==> config.mk <==
export PLATFORM = sky130hd
export DESIGN_NAME = gmi_ctrl
export DESIGN_NICKNAME = d
export VERILOG_FILES = /design/src/hdl/gmi_pkg.sv /design/src/hdl/gmi_ctrl.sv
export SDC_FILE = /design/constraint.sdc
export NUM_CORES = 1
export LEC_CHECK = 0
export BUFFER_PORTS_ARGS = -buffer_cell sky130_fd_sc_hd__buf_2
export CAP_MARGIN = 5
export CORE_MARGIN = 2
export CORE_UTILIZATION = 43
export CTS_BUF_LIST = sky130_fd_sc_hd__clkbuf_16
export DETAILED_ROUTE_END_ITERATION = 7
export PLACE_DENSITY = 0.83
export SLEW_MARGIN = 10
export SYNTH_ARGS = -nofsm -noshare
export SYNTH_HDL_FRONTEND = slang
export SYNTH_SLANG_ARGS = --single-unit
==> constraint.sdc <==
create_clock -name i_clk -period 3.7 [get_ports i_clk]
set_input_delay 0.74 -clock i_clk [delete_from_list [all_inputs] [get_ports i_clk]]
set_output_delay 0.74 -clock i_clk [all_outputs]
set_load 0.02 [all_outputs]
==> src/hdl/gmi_pkg.sv <==
// Package: widths, action and status codes, state machine support for the interpolator.
`timescale 1ns / 1ps
package gmi_pkg;
    localparam int MAP_ENTRIES_DEF      = 4096;
    localparam int CM_FRACTION_BITS_DEF = 16;

    localparam logic [2:0] ACT_LOAD    = 3'd0;
    localparam logic [2:0] ACT_CM_AT   = 3'd1;
    localparam logic [2:0] ACT_BETWEEN = 3'd2;
    localparam logic [2:0] ACT_LEAST   = 3'd3;
    localparam logic [2:0] ACT_GREAT   = 3'd4;

    localparam logic [2:0] ST_OK     = 3'd0;
    localparam logic [2:0] ST_ABSENT = 3'd1;
    localparam logic [2:0] ST_RANGE  = 3'd2;
    localparam logic [2:0] ST_FULL   = 3'd3;
    localparam logic [2:0] ST_DIFFER = 3'd4;

    typedef struct packed {
        logic [2:0]  action;
        logic [4:0]  chromosome;
        logic [31:0] position_bp;
        logic [4:0]  chromosome_2;
        logic [31:0] position_bp_2;
        logic [31:0] map_cm;
    } t_req;

    typedef struct packed {
        logic [31:0] value;
        logic [2:0]  status;
    } t_rsp;

    // controller to datapath
    typedef struct packed {
        logic capture;    // latch request
        logic write;      // store load point
        logic scan_start; // clear scan state, index 0, key select
        logic sel_second; // key is position_bp_2 at scan_start; alone, build response value
        logic read;       // issue memory read at scan index
        logic eval;       // evaluate registered read data
        logic div_start;
        logic save_a;     // hold first cM of a between query
        logic finish;     // resolve a scan that ended without a hit
    } t_cmd;

    // datapath to controller
    typedef struct packed {
        logic       full;
        logic       scan_end;  // index reached count
        logic       hit;       // evaluated point decides the scan
        logic       need_div;
        logic       div_done;
        logic       absent;
    } t_stat;
endpackage

==> src/hdl/gmi_ctrl.sv <==
// Controller: sequences load, scans, interpolation and the response.
`timescale 1ns / 1ps
module gmi_ctrl (
    input  logic           i_clk,
    input  logic           i_rst_n,
    input  logic           i_in_valid,
    output logic           o_in_ready,
    input  logic [2:0]     i_action,
    output logic           o_out_valid,
    input  logic           i_out_ready,
    input  gmi_pkg::t_stat i_stat,
    output gmi_pkg::t_cmd  o_cmd
);
    import gmi_pkg::*;
    localparam logic [3:0] S_IDLE = 4'd0, S_DISP = 4'd1, S_START = 4'd2, S_RD = 4'd3,
                           S_WAIT = 4'd4, S_EVAL = 4'd5, S_DIV = 4'd6, S_DIVW = 4'd7,
                           S_END = 4'd8, S_VAL = 4'd9, S_OUT = 4'd10;
    logic [3:0] r_state, n_state;
    logic [2:0] r_act;
    logic       r_second, n_second;

    assign o_in_ready  = (r_state == S_IDLE);
    assign o_out_valid = (r_state == S_OUT);

    always_comb begin
        o_cmd = '0;
        n_state = r_state;
        n_second = r_second;
        unique case (r_state)
            S_IDLE: if (i_in_valid) begin o_cmd.capture = 1'b1; n_state = S_DISP; end
            S_DISP: begin
                n_second = 1'b0;
                if (i_stat.absent) n_state = S_OUT;
                else if (r_act == ACT_LOAD) begin
                    o_cmd.write = 1'b1; n_state = S_OUT;
                end else if (r_act >= ACT_CM_AT && r_act <= ACT_GREAT) n_state = S_START;
                else n_state = S_OUT;
            end
            S_START: begin
                o_cmd.scan_start = 1'b1; o_cmd.sel_second = r_second; n_state = S_RD;
            end
            S_RD: begin
                if (i_stat.scan_end) begin o_cmd.finish = 1'b1; n_state = S_END; end
                else begin o_cmd.read = 1'b1; n_state = S_WAIT; end
            end
            S_WAIT: n_state = S_EVAL;
            S_EVAL: begin
                o_cmd.eval = 1'b1;
                n_state = i_stat.hit ? S_DIV : S_RD;
            end
            S_DIV: begin
                if (i_stat.absent) n_state = S_OUT;
                else if (i_stat.need_div) begin o_cmd.div_start = 1'b1; n_state = S_DIVW; end
                else n_state = S_END;
            end
            S_DIVW: if (i_stat.div_done) n_state = S_END;
            S_END: begin
                if (i_stat.absent) n_state = S_OUT;
                else if (r_act == ACT_BETWEEN && !r_second) begin
                    o_cmd.save_a = 1'b1; n_second = 1'b1; n_state = S_START;
                end else n_state = S_VAL;
            end
            S_VAL: begin o_cmd.sel_second = 1'b1; n_state = S_OUT; end
            S_OUT: if (i_out_ready) n_state = S_IDLE;
            default: n_state = S_IDLE;
        endcase
    end

    always_ff @(posedge i_clk) begin
        if (!i_rst_n) begin
            r_state <= S_IDLE;
            r_second <= 1'b0;
        end else begin
            r_state <= n_state;
            r_second <= n_second;
        end
        if (o_cmd.capture) r_act <= i_action;
    end
endmodule

; Word-level counts from Yosys, hierarchy flattened
; Index checks and enable logic that the tools add are counted.
[op_classes]
magnitude_cmp = 2
n_eq_ne = 16
mux = 34
reduce_logical = 8
[op_table]
columns = operator, n
row1 = 2-to-1 mux 4 bit, 11
row2 = case mux 4 bit (11 select lines), 1
row3 = 2-to-1 mux 1 bit, 19
row4 = equality test 4 x 3 -> 1 bit (second input constant), 4
row5 = equality test 4 bit (second input constant), 3
row6 = equality test 4 x 2 -> 1 bit (second input constant), 2
row7 = inequality test 2 bit (second input constant), 4
row8 = AND reduction 3 bit, 2
row9 = equality test 4 x 1 -> 1 bit (second input constant), 1
row10 = logical NOT 4 bit, 1
row11 = case mux 1 bit (2 select lines), 2
row12 = equality test 3 x 2 -> 1 bit (second input constant), 1
row13 = >= comparator 3 x 1 -> 1 bit (second input constant), 1
row14 = less-or-equal comparator 3 bit (second input constant), 1
row15 = logical NOT 3 bit, 1
row16 = 2-to-1 mux 3 bit, 1
row17 = logical AND 1 bit, 2
row18 = inequality test 2 x 1 -> 1 bit (second input constant), 1
row19 = nonzero test 2 bit, 1
row20 = logical NOT 1 bit, 1
[word_totals]
reg_bits = 8
inputBits = 13
wordCells = 63

; Logic depth before layout (Yosys ltp)
; Gate-level depths: netlist of the first run.
[depth]
depth_word = 6
ltp_mapped = 6

; Worst setup path before layout of the first run
; OpenSTA, ideal clock, no wires.
[synth_path]
path_type = input-to-output
from = input port i_stat[0] (netlist bit)
to = output port o_cmd[2] (netlist bit)
t_arrival_ps = 1410
t_required_ps = 2960
slack_ps = 1550
stages = 2
n_path_buf = 0
cell_sequence = nand2b_1 > nor3_1
[synth_lines]
columns = element, line_no
row1 = start: declaration, gmi_ctrl.sv:11  ; input gmi_pkg::t_stat i_stat,
row2 = end: declaration, gmi_ctrl.sv:12  ; output gmi_pkg::t_cmd o_cmd

==> results by stage, run 1 <==
Global routing:
- The first global-routing pass estimated approximately 2.3 mm of wire.
- Global routing used 16.15% of the available tracks.
- Entering global routing, the biggest net connects 19 pins.
- Global routing finished with a remaining overflow of 0.
- The number of global-route vias before repair is between 500 and 600.
- The number of antenna violations at the first check in global routing was 0.

Final layout:
- The repair_antennas step left the layout with diodes totalling 0.
- The area of combinational cells with multiple inputs is 391.6 sq um.
- The number of nets at the end of the flow is 108.
- Counting the fill cells in the layout gives ~120.
- In the layout the commonest cells are 22 x sky130_fd_sc_hd__buf_2, 9 x sky130_fd_sc_hd__nor2_1, 7 x sky130_fd_sc_hd__nor3_1.
- The share of cells above drive strength 1 is approximately a third.
- The growth of design area from synthesis to finish is 28.60%.
- In the final layout, flip-flops and latches occupy 190.2 sq um.
- The leading cell type in the layout, fill and taps excluded is sky130_fd_sc_hd__buf_2.

Worst setup path:
- The kind of launch point of the worst setup path is a register.
- The slack of the worst reg-to-reg path is approximately 2.1 ns.
- The data required time of the worst path is roughly 3.0 ns.
- The setup path with the least slack is of type reg2out.
- The kind of end point of the critical path is a primary output.
- The largest stage delay on the critical path is 0.58 ns.
- Of all nets on the critical path, the largest fanout is 14.
- For this design, the slowest cell found on the critical path is sky130_fd_sc_hd__dfxtp_1.
- The critical path goes through nand2b_1 > or3_1 > nor4b_2 > buf_2.
- The data arrival time of the critical path is 1.78 ns.

Detailed routing:
- For this block, the via count after detailed routing is approximately 660.
- The first detailed-routing pass took 4 iterations.
- The detail-routed net length per standard cell is between 10 and 15 um.
- After detailed routing, the number of remaining DRC violations is 0.
- Using the TritonRoute via totals, the vias-per-cell ratio works out to around 6.1.
- The count of nets left with antenna violations once routing finished came out at 0.
- The violation count after the first detailed-route iteration is 15.
- After detailed routing, the total wire length is between 1 and 1.5 mm.

Timing:
- The shortest clock period the worst path allows after layout is between 2 and 3 ns.
- The worst slew margin relative to its limit is 63.85%.
- Clock skew on the completed layout was measured at between 0.002 and 0.003 ns.
- Setup violations remaining at the end of the flow were counted as 0.
- The final worst setup slack is ~1.2 ns.
- Setup repair after global routing left no endpoint under its margin.
- For this run, the top clock speed supported by timing is about 0.40 GHz.
- The final count of pins violating max slew came to 0.
- The worst path uses between 60 and 70% of the clock period.
- Adding up every negative setup slack in the final design gives 0 ns.
- The number of endpoints with negative hold slack in the final report was 0.
- The slew at the pin closest to its max-slew limit is 0.5415 ns.

CTS:
- The number of CTS-inserted buffers is 3.
- Gates resized during post-CTS repair numbered 0.
- Buffers inserted to repair hold after CTS numbered 0.
- The clock transition at the register clock pins on the worst setup and hold paths after CTS is roughly 0.04 ns.
- The number of post-CTS setup repair buffers is 0.
- The clock passes through at most 2 buffers.
- Clock latency on the worst-skew pair, taken at its later pin, is between 0.2 and 0.25 ns.
- The tree built by TritonCTS fans out to 8 sinks.
- The level count of the clock H-tree is 1.
- The CTS tree is done.
- The cell sitting at the root of the clock tree is a sky130_fd_sc_hd__clkbuf_16.

Logic synthesis:
- Counting flops with a built-in enable in the synthesized netlist gives 3.
- The synthesized design contains 8 register bits.
- Of all flip-flops after synthesis, the portion carrying an async set or reset was 0%.
- In this run the mean area of a mapped cell was 8.570 sq um.
- The share of the Yosys chip area taken by registers is a little over 30%.
- By area the synthesized netlist is led by sky130_fd_sc_hd__dfxtp_1 16%, sky130_fd_sc_hd__edfxtp_1 14%, sky130_fd_sc_hd__nor3_1 5.6%, sky130_fd_sc_hd__nor2_1 5.4%, sky130_fd_sc_hd__nand2b_1 4.0%.
- Yosys mapped the design onto 39 distinct sky130hd cell types.
- After synthesis, the largest area contributor takes up 16.00% of total cell area.
- The netlist area before placement is roughly 630 sq um.
- After technology mapping, the gate count stands at 73.
- For this run, the leading register cell type out of synthesis is sky130_fd_sc_hd__dfxtp_1.
- The total nets after synthesis is 86.
- sky130_fd_sc_hd__dfxtp_1 takes more of the synthesized area than any other cell.
- The warning count from the yosys run is 0.

Place:
- Timing analysis after detailed placement gives a worst setup slack of 1.435 ns.
- The count of buffers inserted at the top-level ports is 22.
- Routability-driven placement finished with a final weighted congestion of 0.7937.
- The estimated wirelength of the detail-placed design is 1.079 mm.

Floorplan:
- Pin placement for this block handled 24 I/O pins.
- The total number of placement rows is 13.
- The total area inside the core boundary comes to 1334 sq um.
- The die is between 40 and 50 um wide.
- The die area is about 1800 sq um.
- For this configuration, the core starts out at a cell density of 46.90%.
- In this run the vertical extent of the chip is between 40 and 50 um.

Run:
- Max-cap violations in this run came to 0.

Power:
- The leakage power is approximately 0.00036 uW.
- Dividing total power by cell area gives a power density of 664.4 nW/um^2.
- IR analysis of the VDD net gives a maximum drop of 0.3935 mV.

Min path:
- The worst min-delay path class is reg2reg.

Status:
- The flow ran to the end, and the final reports show no timing, DRC or antenna violations.
## layout make-up
cell class / instances / area share [%]
well taps: 15 / 2.333
flip-flops and latches: 8 / 23.64
multi-input cells: 56 / 48.68
inverters: 4 / 1.866
clock inverters: 1 / 0.4666
repair buffers: 22 / 13.69
clock buffers: 3 / 9.331
## per-layer routing
| metal | track usage [%] | vias to the layer above | share of wire, % |
|---|---|---|---|
| li1 | - | 321 | - |
| met1 | 21.11 | 300 | 42 |
| met2 | 26.88 | 41 | 49 |
| met3 | 1.293 | 2 | 8.4 |
| met4 | 7.500 | 0 | 1.3 |
| met5 | 0 | - | 0 |
## where the power goes
part,internal [uW],switching [uW]
sequential,114,53.7
clock,140,40.4
combinational,82.9,103
## Yosys cell counts, types with 2 or more instances
library cell,n
sky130_fd_sc_hd__dfxtp_1,5
sky130_fd_sc_hd__nand2b_1,4
sky130_fd_sc_hd__nor3_1,7
sky130_fd_sc_hd__a221oi_1,2
sky130_fd_sc_hd__inv_1,4
sky130_fd_sc_hd__nand3_1,2
sky130_fd_sc_hd__edfxtp_1,3
sky130_fd_sc_hd__o21ai_0,2
sky130_fd_sc_hd__nand2_1,5
sky130_fd_sc_hd__nor2_1,9
sky130_fd_sc_hd__buf_2,2
## through the flow
step                      std cells  area, sq um  total power, uW  util (%)  hold WS, ns
after floorplan                  73        625.6            313.6         -       0.5515
after global placement          105        725.7            347.5     54.41       0.5953
after detailed placement        105        725.7            352.0     54.41       0.5965
after CTS                       109        804.5            536.9     60.32       0.6052
after global routing            109        804.5            567.8     60.32       0.6360
final                           109        804.5            534.5     60.32       0.6118
## cell families after synthesis
kind of cell	after synthesis	synth area share (%)
xor+xnor	1	1.400
flops	8	30.40
buf+inv	9	6.998
compound gates	16	21.60
simple gates	39	39.60
## worst max-delay path: cells and delay by family, from the launching register on
kind                   cells  cell delay [ns]
buffers and inverters      1             0.20
flip-flops                 1             0.58
AND/OR/NAND/NOR            3             0.76
## final timing paths
kind         startpoint       end  depth (start not counted)
max          r_state[0]  o_cmd[7]                          4
min            r_second  r_second                          1
max reg2reg  r_state[2]  r_act[1]                          3
min reg2reg    r_second  r_second                          1
## flip-flops by register name, indices dropped and copies added, names as in the netlist
signal	flops
r_state	4
r_act	3
r_second	1
(Power assumes the default switching activity.)
==> run 2: changes to the inputs <==
CORE_UTILIZATION = 42   (was 43)
PLACE_DENSITY = 0.84   (was 0.83)
clock period = 2.2 ns   (was 3.7 ns; I/O delays follow)
==> run 2 against run 1 <==
Clock skew increased by 0.00054 ns. First-iteration DRC count up 27%. Register-to-register slack lost 1.5 ns. Critical path type unchanged. Critical endpoint is now o_cmd[8]. Largest cell class unchanged.
==> results by stage, run 2 (synthesized netlist as in run 1, its figures left out) <==
Status:
- The run finished with clean final reports.

Detailed routing:
- Using the TritonRoute via totals, the vias-per-cell ratio works out to just under 6.
- For this block, the via count after detailed routing is between 600 and 700.
- Once detail routing completed, the nets flagged for antenna violations numbered 0.
- The total routed wirelength is approximately 1.6 mm.
- The detail-routed net length per standard cell is 14.57 um.
- The first detailed-routing pass ran for 4 iterations.
- The count of unresolved DRC violations after routing is 0.
- The violation count after the first detailed-route iteration is 19.

Timing:
- The final count of pins violating max slew was 0.
- The clock tree skew after final layout is roughly 0.0034 ns.
- After layout, the minimum clock period comes to 2.062 ns.
- After layout, the worst setup slack is roughly 0.14 ns.
- The setup-violating endpoint count in the final report is 0.
- The maximum operating frequency is 0.4851 GHz.
- Setup repair after global routing left no endpoint under its margin.
- The number of endpoints with negative hold slack in the final report came to 0.
- The slew at the pin closest to its max-slew limit is 0.3571 ns.
- The setup TNS is 0 ns.
- The worst slack on hold paths is roughly 0.38 ns.
- Dividing the final minimum period by the clock period gives 93.71%.
- The worst slew margin relative to its limit is 76.16%.

CTS:
- The post-cts repair resize count is 0.
- After clock tree synthesis, the clock-pin slew on the worst setup and hold paths is about 0.04 ns.
- The master cell of the clock root buffer is sky130_fd_sc_hd__clkbuf_16.
- After clock tree synthesis, the setup repair step added 0 buffers.
- The level count of the clock H-tree is 1.
- TritonCTS built the clock tree.
- The maximum clock path buffer count is 2.
- The clock reaches the later pin of the worst-skew pair after 0.23 ns.
- Buffers inserted during clock tree synthesis total 3.
- The clock net in this run drives a total of 8 sinks.
- Hold repair after CTS inserted 0 buffers.

Global routing:
- The largest net degree at the start of global routing is 12.
- Global routing finished with a remaining overflow of 0.
- The global router's overall resource usage is about a fifth.
- The number of global-route vias before repair is 609.
- The first-pass GRT wire length is roughly 2.7 mm.
- The number of antenna violations at the first check in global routing is 0.

Final layout:
- The number of inserted diodes is 0.
- The leading cell type in the layout, fill and taps excluded is sky130_fd_sc_hd__buf_2.
- The largest registers in the layout are r_state: 4 flops, r_act: 3 flops, r_second: 1 flops.
- The final design instance area without fill is ~840 sq um.
- The register ranked first by flip-flop count is r_state.
- In the final layout, flip-flops and latches occupy between 150 and 200 sq um.
- The number of nets at the end of the flow is between 100 and 150.
- The library cells used most frequently in the layout, excluding fill and tap cells, are 22 x sky130_fd_sc_hd__buf_2, 9 x sky130_fd_sc_hd__nor2_1, 7 x sky130_fd_sc_hd__nor3_1.
- Summing all multi-input logic gate instances after layout gives between 300 and 400 sq um.
- Of the cells placed in the final design, the portion with a size suffix greater than 1 is 36.73%.
- Relative to the synthesized area, the layout overhead comes to 33.60%.
- The number of inserted filler cells in the final layout is between 100 and 150.
- The flip-flop count of the largest register after layout is 4.
- The non-filler instance count after layout is 113.

Floorplan:
- The initial standard-cell utilization of the core is 46.34%.
- The floorplan step defined a die boundary enclosing about 1800 sq um.
- The total number of placement rows is 13.
- The core region is approximately 1400 sq um.
- The floorplan step set the die height to roughly 43 um.
- The top-level port count is 24.
- The die is around 43 um wide.

Min path:
- Along the worst hold path, the cell count comes to 1.
- The destination of the worst hold path is r_act[0].
- The worst min-delay path class is in2reg.
- The startpoint identified for the worst hold timing path is i_action[0].

Worst setup path:
- The classification of the worst setup path is reg2out.
- The endpoint identified for the worst register-to-register timing path is r_state[0].
- The slack of the worst reg-to-reg path is around 0.56 ns.
- Data on the critical path arrives at its endpoint at 1.62 ns.
- The worst setup path is captured at a primary output.
- The launch point of the worst reg-to-reg path is r_state[3].
- The kind of launch point of the worst setup path is a register.
- Of all nets on the critical path, the largest fanout is 11.
- STA puts the critical path data required time at 1.76 ns.
- The worst reg2reg path depth is 5.

Place:
- The cell count after placement is approximately 110.
- The estimated wirelength of the detail-placed design is 1.280 mm.
- The count of buffers inserted at the top-level ports is 22.
- The final weighted congestion in routability-driven placement is a little over 0.8.
- The placed cell area is between 700 and 800 sq um.
- Before CTS, the worst setup slack after placement is about 0.34 ns.

Power:
- Summed over all cells, the static leakage comes to slightly below 0.0004 uW.
- The worst-case IR drop observed on VDD is about 0.66 mV.
- The power per cell area is around 1100 nW/um^2.

Run:
- The max capacitance violation total is 0.
## run 2: critical path: stages, from the launching register on
cell and delay, ns:
sky130_fd_sc_hd__dfxtp_1 0.41, sky130_fd_sc_hd__or4_4 0.53, sky130_fd_sc_hd__inv_1 0.08, sky130_fd_sc_hd__and2_2 0.20, sky130_fd_sc_hd__buf_2 0.18
## run 2: layer usage
layer | part of all wire, % | global-route usage (%)
met1 | 44 | 25.46
met2 | 47 | 28.92
met3 | 3.6 | 1.293
met4 | 4.7 | 14.37
met5 | 0 | 0
## run 2: how the worst max path moves through the flow
stage / cells past startpoint / endpoint / start / slack, ns
6_report: 4 / o_cmd[8] / r_state[1] / 0.14
5_1_grt: 4 / o_cmd[8] / r_state[1] / 0.07
3_3_place_gp: 4 / o_cmd[8] / r_state[1] / 0.38
3_5_place_dp: 4 / o_cmd[8] / r_state[1] / 0.34
2_1_floorplan: 4 / o_cmd[8] / r_state[1] / 0.37
4_1_cts: 4 / o_cmd[8] / r_state[1] / 0.08
## run 2: per-stage QoR
| stage | total power [uW] | utilization (%) |
|---|---|---|
| 2_1_floorplan | 527.3 | - |
| 3_3_place_gp | 613.3 | 55.98 |
| 3_5_place_dp | 630.0 | 55.98 |
| 4_1_cts | 940.7 | 61.82 |
| 5_1_grt | 990.0 | 61.91 |
| 6_report | 944.0 | 61.91 |
## run 2: area by class of cell
type	instances	share of cell area, %
Inverter	4	1.796
Clock buffer	3	8.982
Multi-Input combinational cell	56	47.01
Sequential cell	8	22.75
Tap cell	15	2.246
Timing Repair Buffer	26	16.77
Clock inverter	1	0.4491
## run 2: report_power, final
part	total (uW)	switching (uW)	internal [uW]
logic	390	226	164
clock network	309	72.0	237
registers	245	53.3	192
